`config.mk`:
```
export PLATFORM = sky130hd
export DESIGN_NAME = circular_double_ended_queue_top
export DESIGN_NICKNAME = d
export VERILOG_FILES = /design/src/hdl/cdq_pkg.sv /design/src/hdl/cdq_ctrl.sv /design/src/hdl/cdq_datapath.sv /design/src/hdl/circular_double_ended_queue_top.sv
export SDC_FILE = /design/constraint.sdc
export NUM_CORES = 1
export LEC_CHECK = 0
export BUFFER_PORTS_ARGS = -buffer_cell sky130_fd_sc_hd__buf_2
export CORE_MARGIN = 2
export CORE_UTILIZATION = 48
export DETAILED_ROUTE_END_ITERATION = 7
export RECOVER_POWER = 100
export SKIP_LAST_GASP = 1
export SLEW_MARGIN = 10
export SYNTH_ARGS = -nofsm -noshare
export SYNTH_HDL_FRONTEND = slang
export SYNTH_SLANG_ARGS = --single-unit
```
`constraint.sdc`:
```
create_clock -name clk -period 11.8 [get_ports clk]
set_input_delay 1.77 -clock clk [delete_from_list [all_inputs] [get_ports clk]]
set_output_delay 1.77 -clock clk [all_outputs]
set_load 0.02 [all_outputs]
```
`src/hdl/cdq_pkg.sv`:
```
// Shared codes, defaults and controller/datapath interface types for the ring-buffer deque.
`default_nettype none

package cdq_pkg;

  // default geometry
  localparam int DEPTH_DEF      = 16;
  localparam int DATA_WIDTH_DEF = 32;

  // fixed field widths of the channels
  localparam int ACT_W = 3;
  localparam int VAL_W = 32;
  localparam int POS_W = 5;
  localparam int ERR_W = 3;

  // action codes
  localparam logic [ACT_W-1:0] ACT_PUSH_FRONT = 3'd0;
  localparam logic [ACT_W-1:0] ACT_PUSH_BACK  = 3'd1;
  localparam logic [ACT_W-1:0] ACT_POP_FRONT  = 3'd2;
  localparam logic [ACT_W-1:0] ACT_POP_BACK   = 3'd3;
  localparam logic [ACT_W-1:0] ACT_READ_AT    = 3'd4;
  localparam logic [ACT_W-1:0] ACT_CLEAR      = 3'd5;
  localparam logic [ACT_W-1:0] ACT_RESIZE     = 3'd6;

  // error codes
  localparam logic [ERR_W-1:0] ERR_OK    = 3'd0;
  localparam logic [ERR_W-1:0] ERR_FULL  = 3'd1;
  localparam logic [ERR_W-1:0] ERR_EMPTY = 3'd2;
  localparam logic [ERR_W-1:0] ERR_RANGE = 3'd3;
  localparam logic [ERR_W-1:0] ERR_SIZE  = 3'd4;

  // ring read-port selects
  localparam logic [1:0] SEL_FRONT = 2'd0;
  localparam logic [1:0] SEL_BACK  = 2'd1;
  localparam logic [1:0] SEL_IDX   = 2'd2;

  typedef struct packed {
    logic       take;      // latch the input word
    logic       exec;      // apply the action to pointers and store
    logic       fill;      // append one fill entry at the back
    logic       rd_en;     // issue a ring read
    logic [1:0] rd_sel;    // which address to read
    logic       cap_en;    // capture last cycle's read data
    logic [1:0] cap_sel;   // where the read data goes
    logic       load_out;  // load the result registers
  } cmd_t;

  typedef struct packed {
    logic need_fill;  // resize grows the queue
    logic fill_more;  // count still below requested size
  } sts_t;

endpackage

`default_nettype wire

```
`src/hdl/cdq_ctrl.sv`:
```
// Sequencing state machine for the deque: accept, execute, fill, read back, deliver.
`default_nettype none

module cdq_ctrl (
  input  wire logic          clk,
  input  wire logic          rst_n,
  input  wire logic          in_valid,
  output logic               in_stall,
  output logic               out_valid,
  input  wire logic          out_stall,
  input  wire cdq_pkg::sts_t sts,
  output cdq_pkg::cmd_t      cmd
);

  localparam logic [2:0] S_IDLE  = 3'd0;
  localparam logic [2:0] S_EXEC  = 3'd1;
  localparam logic [2:0] S_FILL  = 3'd2;
  localparam logic [2:0] S_RD_F  = 3'd3;
  localparam logic [2:0] S_RD_B  = 3'd4;
  localparam logic [2:0] S_RD_I  = 3'd5;
  localparam logic [2:0] S_CAP_I = 3'd6;
  localparam logic [2:0] S_DONE  = 3'd7;

  logic [2:0] state_r, state_nxt;
  logic       out_valid_r, out_valid_nxt;

  always_comb begin
    state_nxt     = state_r;
    cmd           = '0;
    in_stall      = 1'b1;
    out_valid_nxt = out_valid_r && out_stall;
    unique case (state_r)
      S_IDLE: begin
        in_stall = 1'b0;
        if (in_valid) begin
          cmd.take  = 1'b1;
          state_nxt = S_EXEC;
        end
      end
      S_EXEC: begin
        cmd.exec  = 1'b1;
        state_nxt = sts.need_fill ? S_FILL : S_RD_F;
      end
      S_FILL: begin
        if (sts.fill_more) begin
          cmd.fill = 1'b1;
        end else begin
          state_nxt = S_RD_F;
        end
      end
      S_RD_F: begin
        cmd.rd_en  = 1'b1;
        cmd.rd_sel = cdq_pkg::SEL_FRONT;
        state_nxt  = S_RD_B;
      end
      S_RD_B: begin
        cmd.rd_en   = 1'b1;
        cmd.rd_sel  = cdq_pkg::SEL_BACK;
        cmd.cap_en  = 1'b1;
        cmd.cap_sel = cdq_pkg::SEL_FRONT;
        state_nxt   = S_RD_I;
      end
      S_RD_I: begin
        cmd.rd_en   = 1'b1;
        cmd.rd_sel  = cdq_pkg::SEL_IDX;
        cmd.cap_en  = 1'b1;
        cmd.cap_sel = cdq_pkg::SEL_BACK;
        state_nxt   = S_CAP_I;
      end
      S_CAP_I: begin
        cmd.cap_en  = 1'b1;
        cmd.cap_sel = cdq_pkg::SEL_IDX;
        state_nxt   = S_DONE;
      end
      S_DONE: begin
        // wait for the result register to be free
        if (!out_valid_r || !out_stall) begin
          cmd.load_out  = 1'b1;
          out_valid_nxt = 1'b1;
          state_nxt     = S_IDLE;
        end
      end
      default: begin
        state_nxt = S_IDLE;
      end
    endcase
  end

  always_ff @(posedge clk) begin
    if (!rst_n) begin
      state_r     <= S_IDLE;
      out_valid_r <= 1'b0;
    end else begin
      state_r     <= state_nxt;
      out_valid_r <= out_valid_nxt;
    end
  end

  assign out_valid = out_valid_r;

endmodule

`default_nettype wire

```
`src/hdl/cdq_datapath.sv`:
```
// Deque datapath: ring store, head/tail/count registers, error logic and result registers.
`default_nettype none

module cdq_datapath #(
  parameter int DEPTH      = cdq_pkg::DEPTH_DEF,
  parameter int DATA_WIDTH = cdq_pkg::DATA_WIDTH_DEF
) (
  input  wire logic                               clk,
  input  wire logic                               rst_n,
  input  wire cdq_pkg::cmd_t                      cmd,
  output cdq_pkg::sts_t                           sts,
  input  wire logic        [cdq_pkg::ACT_W-1:0]   in_action,
  input  wire logic signed [cdq_pkg::VAL_W-1:0]   in_item_value,
  input  wire logic        [cdq_pkg::POS_W-1:0]   in_position_or_size,
  output logic signed      [cdq_pkg::VAL_W-1:0]   out_front_value,
  output logic signed      [cdq_pkg::VAL_W-1:0]   out_back_value,
  output logic signed      [cdq_pkg::VAL_W-1:0]   out_read_value,
  output logic             [cdq_pkg::POS_W-1:0]   out_entry_count,
  output logic                                    out_is_empty,
  output logic                                    out_is_full,
  output logic             [cdq_pkg::ERR_W-1:0]   out_error_code
);

  localparam int VW    = cdq_pkg::VAL_W;
  localparam int PTR_W = (DEPTH > 1) ? $clog2(DEPTH) : 1;
  localparam int CNT_W = $clog2(DEPTH + 1);
  localparam int AW    = ((CNT_W > cdq_pkg::POS_W) ? CNT_W : cdq_pkg::POS_W) + 1;
  localparam logic [AW-1:0]    DEPTH_A = AW'(DEPTH);
  localparam logic [PTR_W-1:0] LAST_P  = PTR_W'(DEPTH - 1);

  function automatic logic [PTR_W-1:0] ptr_after(input logic [PTR_W-1:0] p);
    return (p == LAST_P) ? '0 : p + PTR_W'(1);
  endfunction

  function automatic logic [PTR_W-1:0] ptr_before(input logic [PTR_W-1:0] p);
    return (p == '0) ? LAST_P : p - PTR_W'(1);
  endfunction

  // latched input word
  logic [cdq_pkg::ACT_W-1:0] op_r;
  logic [VW-1:0]             val_r;
  logic [cdq_pkg::POS_W-1:0] pos_r;

  logic [PTR_W-1:0] head_r, head_nxt;
  logic [PTR_W-1:0] tail_r, tail_nxt;
  logic [CNT_W-1:0] count_r, count_nxt;
  logic [cdq_pkg::ERR_W-1:0] err_r, err_nxt;

  logic [DATA_WIDTH-1:0] mem [DEPTH];
  logic [DATA_WIDTH-1:0] rd_data_r;
  logic [DATA_WIDTH-1:0] front_r, back_r, readq_r;
  logic                  wr_en;
  logic [PTR_W-1:0]      wr_addr;
  logic [DATA_WIDTH-1:0] wr_word;
  logic [PTR_W-1:0]      rd_addr;

  logic [AW-1:0] count_a, pos_a, idx_sum, idx_a, drop_d, tail_a, tail_drop;
  logic          is_full, is_empty, read_ok;

  logic [VW-1:0] front_w, back_w, read_w;

  logic signed [VW-1:0]       out_front_r, out_back_r, out_read_r;
  logic [cdq_pkg::POS_W-1:0]  out_count_r;
  logic                       out_empty_r, out_full_r;
  logic [cdq_pkg::ERR_W-1:0]  out_err_r;

  // width conversion between the 32-bit channel and the stored word
  if (DATA_WIDTH <= VW) begin : g_narrow
    assign wr_word = val_r[DATA_WIDTH-1:0];
    if (DATA_WIDTH < VW) begin : g_sext
      assign front_w = {{(VW-DATA_WIDTH){front_r[DATA_WIDTH-1]}}, front_r};
      assign back_w  = {{(VW-DATA_WIDTH){back_r[DATA_WIDTH-1]}}, back_r};
      assign read_w  = {{(VW-DATA_WIDTH){readq_r[DATA_WIDTH-1]}}, readq_r};
    end else begin : g_same
      assign front_w = front_r;
      assign back_w  = back_r;
      assign read_w  = readq_r;
    end
  end else begin : g_wide
    assign wr_word = {{(DATA_WIDTH-VW){1'b0}}, val_r};
    assign front_w = front_r[VW-1:0];
    assign back_w  = back_r[VW-1:0];
    assign read_w  = readq_r[VW-1:0];
  end

  assign count_a  = AW'(count_r);
  assign pos_a    = AW'(pos_r);
  assign tail_a   = AW'(tail_r);
  assign is_full  = (count_a == DEPTH_A);
  assign is_empty = (count_r == '0);
  assign read_ok  = (op_r == cdq_pkg::ACT_READ_AT) && (pos_a < count_a);

  // read index wraps at most once since pos < count <= DEPTH
  assign idx_sum = AW'(head_r) + pos_a;
  assign idx_a   = (idx_sum >= DEPTH_A) ? idx_sum - DEPTH_A : idx_sum;

  // shrink: move tail back by count - size in one step
  assign drop_d    = count_a - pos_a;
  assign tail_drop = (tail_a >= drop_d) ? tail_a - drop_d : tail_a + DEPTH_A - drop_d;

  assign sts.need_fill = (op_r == cdq_pkg::ACT_RESIZE) && (pos_a <= DEPTH_A) &&
                         (pos_a > count_a);
  assign sts.fill_more = (pos_a > count_a);

  always_comb begin
    head_nxt  = head_r;
    tail_nxt  = tail_r;
    count_nxt = count_r;
    err_nxt   = err_r;
    wr_en     = 1'b0;
    wr_addr   = tail_r;
    if (cmd.exec) begin
      err_nxt = cdq_pkg::ERR_OK;
      unique case (op_r)
        cdq_pkg::ACT_PUSH_FRONT: begin
          if (is_full) begin
            err_nxt = cdq_pkg::ERR_FULL;
          end else begin
            head_nxt  = ptr_before(head_r);
            wr_en     = 1'b1;
            wr_addr   = ptr_before(head_r);
            count_nxt = count_r + CNT_W'(1);
          end
        end
        cdq_pkg::ACT_PUSH_BACK: begin
          if (is_full) begin
            err_nxt = cdq_pkg::ERR_FULL;
          end else begin
            wr_en     = 1'b1;
            tail_nxt  = ptr_after(tail_r);
            count_nxt = count_r + CNT_W'(1);
          end
        end
        cdq_pkg::ACT_POP_FRONT: begin
          if (is_empty) begin
            err_nxt = cdq_pkg::ERR_EMPTY;
          end else begin
            head_nxt  = ptr_after(head_r);
            count_nxt = count_r - CNT_W'(1);
          end
        end
        cdq_pkg::ACT_POP_BACK: begin
          if (is_empty) begin
            err_nxt = cdq_pkg::ERR_EMPTY;
          end else begin
            tail_nxt  = ptr_before(tail_r);
            count_nxt = count_r - CNT_W'(1);
          end
        end
        cdq_pkg::ACT_READ_AT: begin
          if (!read_ok) begin
            err_nxt = cdq_pkg::ERR_RANGE;
          end
        end
        cdq_pkg::ACT_CLEAR: begin
          head_nxt  = '0;
          tail_nxt  = '0;
          count_nxt = '0;
        end
        cdq_pkg::ACT_RESIZE: begin
          if (pos_a > DEPTH_A) begin
            err_nxt = cdq_pkg::ERR_SIZE;
          end else if (pos_a < count_a) begin
            tail_nxt  = tail_drop[PTR_W-1:0];
            count_nxt = pos_a[CNT_W-1:0];
          end
        end
        default: begin
        end
      endcase
    end else if (cmd.fill) begin
      wr_en     = 1'b1;
      tail_nxt  = ptr_after(tail_r);
      count_nxt = count_r + CNT_W'(1);
    end
  end

  always_comb begin
    case (cmd.rd_sel)
      cdq_pkg::SEL_BACK: rd_addr = ptr_before(tail_r);
      cdq_pkg::SEL_IDX:  rd_addr = read_ok ? idx_a[PTR_W-1:0] : '0;
      default:           rd_addr = head_r;
    endcase
  end

  // ring store
  always_ff @(posedge clk) begin
    if (wr_en) begin
      mem[wr_addr] <= wr_word;
    end
    if (cmd.rd_en) begin
      rd_data_r <= mem[rd_addr];
    end
  end

  always_ff @(posedge clk) begin
    if (!rst_n) begin
      head_r  <= '0;
      tail_r  <= '0;
      count_r <= '0;
    end else begin
      head_r  <= head_nxt;
      tail_r  <= tail_nxt;
      count_r <= count_nxt;
    end
  end

  always_ff @(posedge clk) begin
    err_r <= err_nxt;
    if (cmd.take) begin
      op_r  <= in_action;
      val_r <= in_item_value;
      pos_r <= in_position_or_size;
    end
    if (cmd.cap_en) begin
      case (cmd.cap_sel)
        cdq_pkg::SEL_FRONT: front_r <= rd_data_r;
        cdq_pkg::SEL_BACK:  back_r  <= rd_data_r;
        default:            readq_r <= rd_data_r;
      endcase
    end
    if (cmd.load_out) begin
      out_front_r <= is_empty ? '0 : front_w;
      out_back_r  <= is_empty ? '0 : back_w;
      out_read_r  <= read_ok ? read_w : '0;
      out_count_r <= count_a[cdq_pkg::POS_W-1:0];
      out_empty_r <= is_empty;
      out_full_r  <= is_full;
      out_err_r   <= err_r;
    end
  end

  assign out_front_value = out_front_r;
  assign out_back_value  = out_back_r;
  assign out_read_value  = out_read_r;
  assign out_entry_count = out_count_r;
  assign out_is_empty    = out_empty_r;
  assign out_is_full     = out_full_r;
  assign out_error_code  = out_err_r;

endmodule

`default_nettype wire

```
`src/hdl/circular_double_ended_queue_top.sv`:
```
// Top level of the ring-buffer double-ended queue: controller plus datapath.
//
// Usage
//   Input channel (in_valid / in_stall): one word per action, carrying
//   in_action, in_item_value and in_position_or_size. A word is taken on a
//   rising edge with in_valid high and in_stall low.
//   Result channel (out_valid / out_stall): exactly one result word per
//   action: front, back and indexed values, count, empty/full flags, error.
//   Actions are worked one at a time, with in_stall high until the result
//   is loaded. A resize that grows the queue adds a fill step, as the fill
//   writes the ring store one entry a cycle through its single write port.
//   Front, back and index are then read in turn through the one read port.
//   out_valid rises when the result registers are loaded.
//   Stall: the result sits in an output register; while out_stall is held
//   the next action is still taken and worked, and waits before delivery.
//   Reset (rst_n low, synchronous): queue empty, pointers at slot zero, no
//   result pending. Store contents are left as they are.
`default_nettype none

module circular_double_ended_queue_top #(
  parameter int DEPTH      = cdq_pkg::DEPTH_DEF,
  parameter int DATA_WIDTH = cdq_pkg::DATA_WIDTH_DEF
) (
  input  wire logic                              clk,
  input  wire logic                              rst_n,
  input  wire logic                              in_valid,
  output logic                                   in_stall,
  input  wire logic        [cdq_pkg::ACT_W-1:0]  in_action,
  input  wire logic signed [cdq_pkg::VAL_W-1:0]  in_item_value,
  input  wire logic        [cdq_pkg::POS_W-1:0]  in_position_or_size,
  output logic                                   out_valid,
  input  wire logic                              out_stall,
  output logic signed      [cdq_pkg::VAL_W-1:0]  out_front_value,
  output logic signed      [cdq_pkg::VAL_W-1:0]  out_back_value,
  output logic signed      [cdq_pkg::VAL_W-1:0]  out_read_value,
  output logic             [cdq_pkg::POS_W-1:0]  out_entry_count,
  output logic                                   out_is_empty,
  output logic                                   out_is_full,
  output logic             [cdq_pkg::ERR_W-1:0]  out_error_code
);

  // command and status between sequencer and datapath
  cdq_pkg::cmd_t cmd;
  cdq_pkg::sts_t sts;

  cdq_ctrl u_ctrl (
    .clk       (clk),
    .rst_n     (rst_n),
    .in_valid  (in_valid),
    .in_stall  (in_stall),
    .out_valid (out_valid),
    .out_stall (out_stall),
    .sts       (sts),
    .cmd       (cmd)
  );

  // ring store, pointers, error decode and result registers
  cdq_datapath #(
    .DEPTH      (DEPTH),
    .DATA_WIDTH (DATA_WIDTH)
  ) u_dp (
    .clk                 (clk),
    .rst_n               (rst_n),
    .cmd                 (cmd),
    .sts                 (sts),
    .in_action           (in_action),
    .in_item_value       (in_item_value),
    .in_position_or_size (in_position_or_size),
    .out_front_value     (out_front_value),
    .out_back_value      (out_back_value),
    .out_read_value      (out_read_value),
    .out_entry_count     (out_entry_count),
    .out_is_empty        (out_is_empty),
    .out_is_full         (out_is_full),
    .out_error_code      (out_error_code)
  );

endmodule

`default_nettype wire

```
==> flow_summary.yaml, run 1 <==
logic_synthesis:
  synth_edf_count: 789
  postSynthAreaPerCell_um2: 17.98
  yosys_warnings: 0
  ys_ff_latch: 806
  ys_types: 64
  ys_seq_area_frac: 0.7770
  syn_area_um2: 30930
  syn_inst: 1720
  syn-num-nets: 1795
  yosys.area.top_type: "edfxtp_1"
  synth_top_flop_cell: "edfxtp_1"
  ys_async_sr_fraction: 0
  yosys-top-cells-area: "edfxtp_1 77%, mux4_2 4.6%, mux2i_1 2.3%"
  synth_top_area_share: 0.7660
cells_and_area:
  multiInputGateArea_um2: 6515
  fin_cells: 2815
  nets: 1972
  largest_reg_flops: 512
  top_register: "u_dp.mem"
  area_growth_pct: 13.57
  fillCellCount: 5049
  drive_gt1_frac: 0.1301
  regArea_um2: 24030
  antenna_cells: 0
global_route:
  antenna_found_initial: 0
  first_global_vias: 15990
  overflow: 0
  grt_use_total: 0.2082
  grt_start_max_net_pins: 84
  grt_pass1_wl_um: 102000
floorplan:
  core_um2: 64120
  die-area_um2: 66480
  die_h_um: 257.8
  start_util: 0.4824
  rows: 93
  dieWidth_um: 257.8
  io_pins: 152
worst_setup_path:
  critical-path-top-delay-family: "buffers and inverters"
  rr_startpoint: "u_dp.count_r[0]"
  cp_max_fo: 70
  cp_cell_sequence: "inv_1 -> ha_1 -> inv_1 -> fa_1 -> a221oi_1 -> o21ai_0 -> and2_4 -> buf_4 -> clkbuf_1 -> mux4_2 -> a22oi_1 -> nand3_1"
  worstPathRequired_ns: 12.13
  cp-end-kind: "flop"
  critical_path_arrival_ns: 8.29
  cpPeakStageDelay_ns: 2.50
  critPathBufInv: 4
  cp_common_cell: "inv_1"
  reg2regPathDepth: 12
  worstSetupPathType: "reg -> reg"
  crit_start: "u_dp.count_r[0]"
  crit_slowest_cell: "clkbuf_1"
  cp-start-kind: "flop"
  crit_cells: 12
route:
  drcViolationCount: 0
  postRouteAntennaNets: 0
  firstDrtPassIters: 5
  post_drt_wl_per_cell_um: 24.55
  drtIter0Drc: 1717
  drt-vias-per-instance: 5.719
  vias: 16100
  totalWireLength_um: 69110
timing:
  setup_viol: 0
  min_period_ns: 7.956
  drv_slew: 959
  fin_worst_skew_ns: 0.02934
  fmax_mhz: 125.7
  slew_headroom: -1.778
  worst_pin_slew_ns: 4.167
  hold_violations: 0
  holdWs_ns: 0.4262
  rsz0062_at_grt: "false"
  min_period_over_period: 0.6742
  fin_setup_tns_ns: 0
power_and_ir_drop:
  p_leak_nw: 11.21
  vdd_ir_drop_max_v: 0.0001631
  power.density_nw_per_um2: 249.4
clock_network:
  cts_tree: "done"
  cts_setup_buffers: 0
  htreeDepth: 3
  numCtsBuffers: 82
  cts.sinks: 806
  cts_root_buf: "clkbuf_16"
  postCtsHoldBufs: 0
  cts_resized: 0
  clk_pin_slew_ns: 0.06
  clk_latency_ns: 0.63
  clock_path_buffers: 3
worst_hold_path:
  whs_path_depth: 0
  min-delay-start: "u_dp.err_r[1]"
  hold_path.class: "reg -> reg"
run_status:
  violations: "max-capacitance violations, max-slew violations"
  run_status: "complete, but fails checks"
placed_design:
  place_inst: 2668
  gp_congestion: 0.8851
  port_buffers: 151
  hpwl_um: 36440
run:
  maxCapViolations: 28
## cells in the final DEF, fill, tap and decap left out, types with 6 or more instances in the layout
cell and count:
a211oi_1 10, clkinv_2 10, a31oi_1 8, nand2b_1 7, clkbuf_1 160, mux4_2 63, o21ai_0 22, clkinv_1 18
ha_1 28, clkbuf_16 83, bufinv_16 8, nor3_1 7, a21oi_1 89, nor2_4 15, nand2_1 88, a221o_1 63
inv_1 31, a22oi_1 34, a21o_1 7, and2_1 16, and2_0 20, nor2_1 38, nand3_1 45, xnor2_1 6
mux2i_1 70, xor2_1 6, nor2b_1 70, edfxtp_1 789, buf_4 9, buf_2 35, dfxtp_1 17
## routing by layer
layer	global-route usage	routed length, µm	up-vias
met2	0.3343	32660	610
li1	-	-	7169
met5	0	0	-
met1	0.2980	30080	8215
met3	0.03239	4773	105
met4	0.06053	1586	0
## power by group
part           internal [mW]  switching [mW]
Clock                   1.47            1.05
Combinational          0.915            1.46
Sequential              3.63           0.233
## synthesized netlist by cell type, types with 8 or more instances
cell type and instances:
a21oi_1 90, edfxtp_1 789, inv_1 31, and2_1 37, ha_1 28, nor2_1 53, a31oi_1 8, dfxtp_1 17
nor3_1 8, a22oi_1 34, nand3_1 45, mux2i_1 70, nor2b_1 70, nand2_1 89, o21ai_0 20, buf_4 11
buf_2 17, clkbuf_1 58, a221o_1 63, a211oi_1 10, mux4_2 63
## cell families after synthesis
| group | count (synthesis) | share of synthesized area |
|---|---|---|
| buf+inv | 123 | 0.01719 |
| mux | 137 | 0.06998 |
| simple gates | 333 | 0.05441 |
| flops | 806 | 0.7770 |
| compound gates | 278 | 0.06473 |
| xor+xnor | 12 | 0.003398 |
| fa+ha+maj | 31 | 0.01327 |
## metrics by stage
step / worst slack (ns) / utilization / instance area, µm² / power, mW
final: 3.844 / 0.5479 / 35130 / 8.760
after global routing: 3.206 / 0.5479 / 35130 / 9.183
after CTS: 5.991 / 0.5525 / 35420 / 8.781
after detailed placement: 6.047 / 0.5116 / 32800 / 6.252
after global placement: 6.129 / 0.5116 / 32800 / 6.199
after floorplan: 4.422 / - / 30930 / 5.533
## worst paths after layout
path / endpoint / slack [ns]
setup / recovery: u_dp.rd_data_r[27] / 3.84
hold / removal: u_dp.out_error_code[1] / 0.43
setup reg to reg: u_dp.rd_data_r[27] / 3.84
hold reg to reg: u_dp.out_error_code[1] / 0.43
## final cells by class
type                            instances  share of cell area
Multi-Input combinational cell        791              0.1855
Clock buffer                          103             0.06126
Tap cell                              855             0.03045
Inverter                               32            0.003419
Timing Repair Buffer                  184             0.02187
Sequential cell                       806              0.6842
Clock inverter                         44             0.01336
Power figures use the tool's default switching activity.
==> inputs of run 2 (changes only) <==
==> constraint.sdc (replaced) <==
create_clock -name clk -period 7.6 [get_ports clk]
set_input_delay 1.14 -clock clk [delete_from_list [all_inputs] [get_ports clk]]
set_output_delay 1.14 -clock clk [all_outputs]
set_load 0.02 [all_outputs]
==> flow_summary.yaml, run 2 (synthesis gave the netlist of run 1 again) <==
clock_network:
  postCtsHoldBufs: 0
  cts_tree: "done"
  cts.sinks: 806
  clk_latency_ns: 0.64
  clk_pin_slew_ns: 0.06
  cts_setup_buffers: 0
  cts_root_buf: "clkbuf_16"
  clock_path_buffers: 3
  cts_resized: 0
  numCtsBuffers: 82
  htreeDepth: 3
floorplan:
  dieWidth_um: 257.8
  die-area_um2: 66480
  core_um2: 64120
  start_util: 0.4824
  rows: 93
  io_pins: 152
  die_h_um: 257.8
route:
  totalWireLength_um: 67290
  vias: 15920
  postRouteAntennaNets: 0
  drt-vias-per-instance: 5.653
  firstDrtPassIters: 5
  drcViolationCount: 0
  drtIter0Drc: 1642
  post_drt_wl_per_cell_um: 23.89
placed_design:
  dp_slack_ns: 2.865
  place_inst: 2670
  dpl_cell_area_um2: 32830
  port_buffers: 151
  gp_congestion: 0.8993
  hpwl_um: 37620
worst_setup_path:
  cp_max_fo: 21
  cp_common_cell: "inv_1"
  rr_startpoint: "u_dp.count_r[0]"
  crit_slowest_cell: "clkbuf_1"
  cp-start-kind: "flop"
  cp_cell_sequence: "inv_1 -> ha_1 -> inv_1 -> fa_1 -> a221oi_1 -> nor3b_1 -> mux2_1 -> o21ai_2 -> clkbuf_1 -> nor2b_1 -> or3_1"
  worstPathRequired_ns: 7.97
  worstSetupPathType: "reg -> reg"
  r2r_end: "u_dp.rd_data_r[30]"
  cpPeakStageDelay_ns: 1.32
  reg2regPathDepth: 11
  cp-end-kind: "flop"
  rrSetupSlack_ns: 1.73
  critical_path_arrival_ns: 6.24
run_status:
  run_status: "complete, but fails checks"
  violations: "max-capacitance violations, max-slew violations"
timing:
  rsz0062_at_grt: "false"
  slew_headroom: -1.054
  min_period_ns: 5.868
  hold_violations: 0
  worst_slack_ns: 1.732
  drv_slew: 723
  worst_pin_slew_ns: 3.070
  setup_viol: 0
  fin_setup_tns_ns: 0
  fin_worst_skew_ns: 0.02671
  fmax_mhz: 170.4
  min_period_over_period: 0.7721
cells_and_area:
  mostFrequentLayoutCells: "789 x edfxtp_1, 143 x clkbuf_1, 89 x a21oi_1"
  drive_gt1_frac: 0.1397
  final_area_um2: 35310
  layout.core_utilization: 0.5507
  layout_commonest_cell: "edfxtp_1"
  antenna_cells: 0
  fin_cells: 2816
  nets: 1974
  area_growth_pct: 14.16
  top_register: "u_dp.mem"
  largest_reg_flops: 512
worst_hold_path:
  whs_endpoint: "u_dp.out_error_code[2]"
  min-delay-start: "u_dp.err_r[2]"
  whs_path_depth: 0
  hold_path.class: "reg -> reg"
global_route:
  first_global_vias: 15780
  grt_pass1_wl_um: 100600
  overflow: 0
  grt_use_total: 0.2031
  antenna_found_initial: 1
  grt_start_max_net_pins: 99
power_and_ir_drop:
  power.density_nw_per_um2: 386.6
  vdd_ir_drop_max_v: 0.0002472
  p_leak_nw: 11.34
run:
  maxCapViolations: 24
==> run 2: layer usage <==
metal  vias up  part of all wire  global-route usage
met5         -                 0                   0
met4         0             0.016             0.05459
met3        82             0.063             0.03278
met2       501              0.48              0.3280
met1      8157              0.44              0.2900
li1       7180                 -                   -
==> run 2: report_power, final <==
part | total (mW) | switching [mW] | leakage [nW] | internal (mW)
Sequential | 5.99 | 0.364 | 7.26 | 5.63
Combinational | 3.55 | 2.19 | 2.75 | 1.36
Clock | 4.11 | 1.68 | 1.34 | 2.43
==> run 2: final cells by class <==
cell class,instances,area [µm²]
Tap cell,855,1070
Clock inverter,49,646.9
Clock buffer,97,2130
Inverter,32,120.1
Timing Repair Buffer,186,832.0
Multi-Input combinational cell,791,6477
Fill cell,5032,28810
Sequential cell,806,24030
==> run 2: worst max-delay path by stage <==
stage	start	to	depth (start not counted)
CTS	u_dp.count_r[0]	u_dp.rd_data_r[30]	11
finish	u_dp.count_r[0]	u_dp.rd_data_r[30]	11
global placement	u_dp.count_r[0]	u_dp.rd_data_r[30]	11
floorplan	out_stall	u_dp.out_back_value[0]	1
detailed placement	u_dp.count_r[0]	u_dp.rd_data_r[30]	11
global route	u_dp.count_r[0]	u_dp.rd_data_r[30]	11
==> run 2: worst max-delay path, delay by kind of cell, from the launching register on <==
family | cells | cell delay, ns
AOI/OAI and AO/OA | 2 | 1.98
adders and majority gates | 2 | 0.58
buffers and inverters | 3 | 1.53
DFF | 1 | 0.38
muxes | 1 | 0.42
and+or+nand+nor | 3 | 0.71
==> run 2: metrics by stage <==
step                      total power [mW]  hold WS [ns]
after detailed placement             9.657        0.4071
final                                13.65        0.4191
after global placement               9.569        0.4048
after global routing                 14.31        0.4260
after CTS                            13.77        0.4216
after floorplan                      8.590        0.4003
==> inputs of run 3 (changes only) <==
--- a/config.mk
+++ b/config.mk
@@ -9,6 +9,7 @@
 export CORE_MARGIN = 2
 export CORE_UTILIZATION = 48
 export DETAILED_ROUTE_END_ITERATION = 7
+export PLACE_DENSITY = 0.67
 export RECOVER_POWER = 100
 export SKIP_LAST_GASP = 1
 export SLEW_MARGIN = 10
==> constraint.sdc (replaced) <==
create_clock -name clk -period 5.2 [get_ports clk]
set_input_delay 0.78 -clock clk [delete_from_list [all_inputs] [get_ports clk]]
set_output_delay 0.78 -clock clk [all_outputs]
set_load 0.02 [all_outputs]
==> flow_summary.yaml, run 3 (synthesis gave the netlist of run 1 again) <==
clock_network:
  cts.sinks: 806
  clk_latency_ns: 0.63
  clk_pin_slew_ns: 0.06
  cts_tree: "done"
  cts_setup_buffers: 0
  clock_path_buffers: 3
  numCtsBuffers: 80
  htreeDepth: 3
  cts_resized: 0
  cts_root_buf: "clkbuf_16"
  postCtsHoldBufs: 0
timing:
  min_period_over_period: 0.8788
  worst_pin_slew_ns: 3.871
  slew_headroom: -1.608
  fmax_mhz: 218.8
  setup_viol: 0
  fin_setup_tns_ns: 0
  rsz0062_at_grt: "false"
  min_period_ns: 4.570
  worst_slack_ns: 0.6305
  fin_worst_skew_ns: 0.01909
  drv_slew: 337
  hold_violations: 0
route:
  vias: 16170
  drt-vias-per-instance: 5.731
  drtIter0Drc: 1491
  postRouteAntennaNets: 0
  post_drt_wl_per_cell_um: 23.74
  drcViolationCount: 0
  firstDrtPassIters: 5
  totalWireLength_um: 67000
worst_setup_path:
  critical_path_arrival_ns: 4.86
  reg2regPathDepth: 4
  worstSetupPathType: "reg -> reg"
  cp-end-kind: "flop"
  cpPeakStageDelay_ns: 2.84
  cp_max_fo: 17
  crit_cells: 4
  crit_slowest_cell: "o21ai_0"
  cp-start-kind: "flop"
  cp_cell_sequence: "ha_1 -> inv_1 -> o21ai_0 -> buf_4"
  worstPathRequired_ns: 5.49
  critical-path-top-delay-family: "compound AO/OA/AOI/OAI gates"
  critPathBufInv: 2
placed_design:
  place_inst: 2677
  hpwl_um: 37920
  gp_congestion: 0.8560
  port_buffers: 151
  dp_slack_ns: 0.9529
global_route:
  overflow: 0
  antenna_found_initial: 0
  grt_start_max_net_pins: 89
  grt_pass1_wl_um: 99860
  first_global_vias: 16020
  grt_use_total: 0.2013
cells_and_area:
  drive_gt1_frac: 0.1425
  layout_commonest_cell: "edfxtp_1"
  largest_reg_flops: 512
  top_register: "u_dp.mem"
  mostFrequentLayoutCells: "789 x edfxtp_1, 141 x clkbuf_1, 89 x a21oi_1"
  fin_cells: 2822
  nets: 1979
  fillCellCount: 4929
  area_growth_pct: 14.22
run:
  maxCapViolations: 9
floorplan:
  start_util: 0.4824
  die_h_um: 257.8
  dieWidth_um: 257.8
  core_um2: 64120
  io_pins: 152
  rows: 93
  die-area_um2: 66480
power_and_ir_drop:
  vdd_ir_drop_max_v: 0.0002587
  power.density_nw_per_um2: 558.1
  p_leak_nw: 11.34
worst_hold_path:
  whs_path_depth: 1
  hold_path.class: "in -> reg"
run_status:
  run_status: "complete, but fails checks"
  violations: "max-capacitance violations, max-slew violations"
[run 3: cell types whose count changed in the layout (fill, tap and decap cells not counted), sizes merged]
cell      previous run  this run
buf                 56        64
bufinv              12         6
clkinvlp             6         1
inv                 33        35
diode                0         2
clkbuf             227       232
[run 3: final timing paths]
| check | from | to | slack, ns |
|---|---|---|---|
| setup / recovery | u_ctrl.state_r[0] | u_dp.rd_data_r[25] | 0.63 |
| hold reg to reg | u_dp.err_r[2] | u_dp.out_error_code[2] | 0.43 |
| setup reg to reg | u_ctrl.state_r[0] | u_dp.rd_data_r[25] | 0.63 |
| hold / removal | in_position_or_size[4] | u_dp.pos_r[4] | 0.32 |
[run 3: power by group]
group	switching [mW]	internal, mW	total [mW]
clock network	2.39	3.22	5.61
registers	0.531	8.21	8.74
logic	3.28	2.09	5.37
[run 3: metal layers]
metal | wire length [µm] | vias to the layer above | track usage | part of all wire
met5 | 0 | - | 0 | 0
met4 | 1638 | 0 | 0.06583 | 0.024
met3 | 4542 | 92 | 0.03484 | 0.068
met2 | 32420 | 609 | 0.3289 | 0.48
met1 | 28400 | 8274 | 0.2774 | 0.42
li1 | - | 7198 | - | -
[run 3: through the flow]
stage	utilization	hold WS, ns	total power [mW]	area (µm²)
floorplan	-	0.4003	12.55	30930
global placement	0.5154	0.4049	14.08	33040
detailed placement	0.5154	0.4152	14.25	33040
CTS	0.5553	0.2880	19.84	35600
global route	0.5509	0.3058	20.59	35320
finish	0.5510	0.3183	19.71	35330
[run 3: final cells by class]
cell class              instances  area (µm²)  area share
multi-input cells             791        6489      0.1837
well taps                     855        1070     0.03028
clock inverters                40       430.4     0.01218
repair buffers                193        1050     0.02972
clock buffers                 103        2130     0.06028
inverters                      32       120.1    0.003400
flip-flops and latches        806       24030      0.6803
diodes                          2       5.005   0.0001417
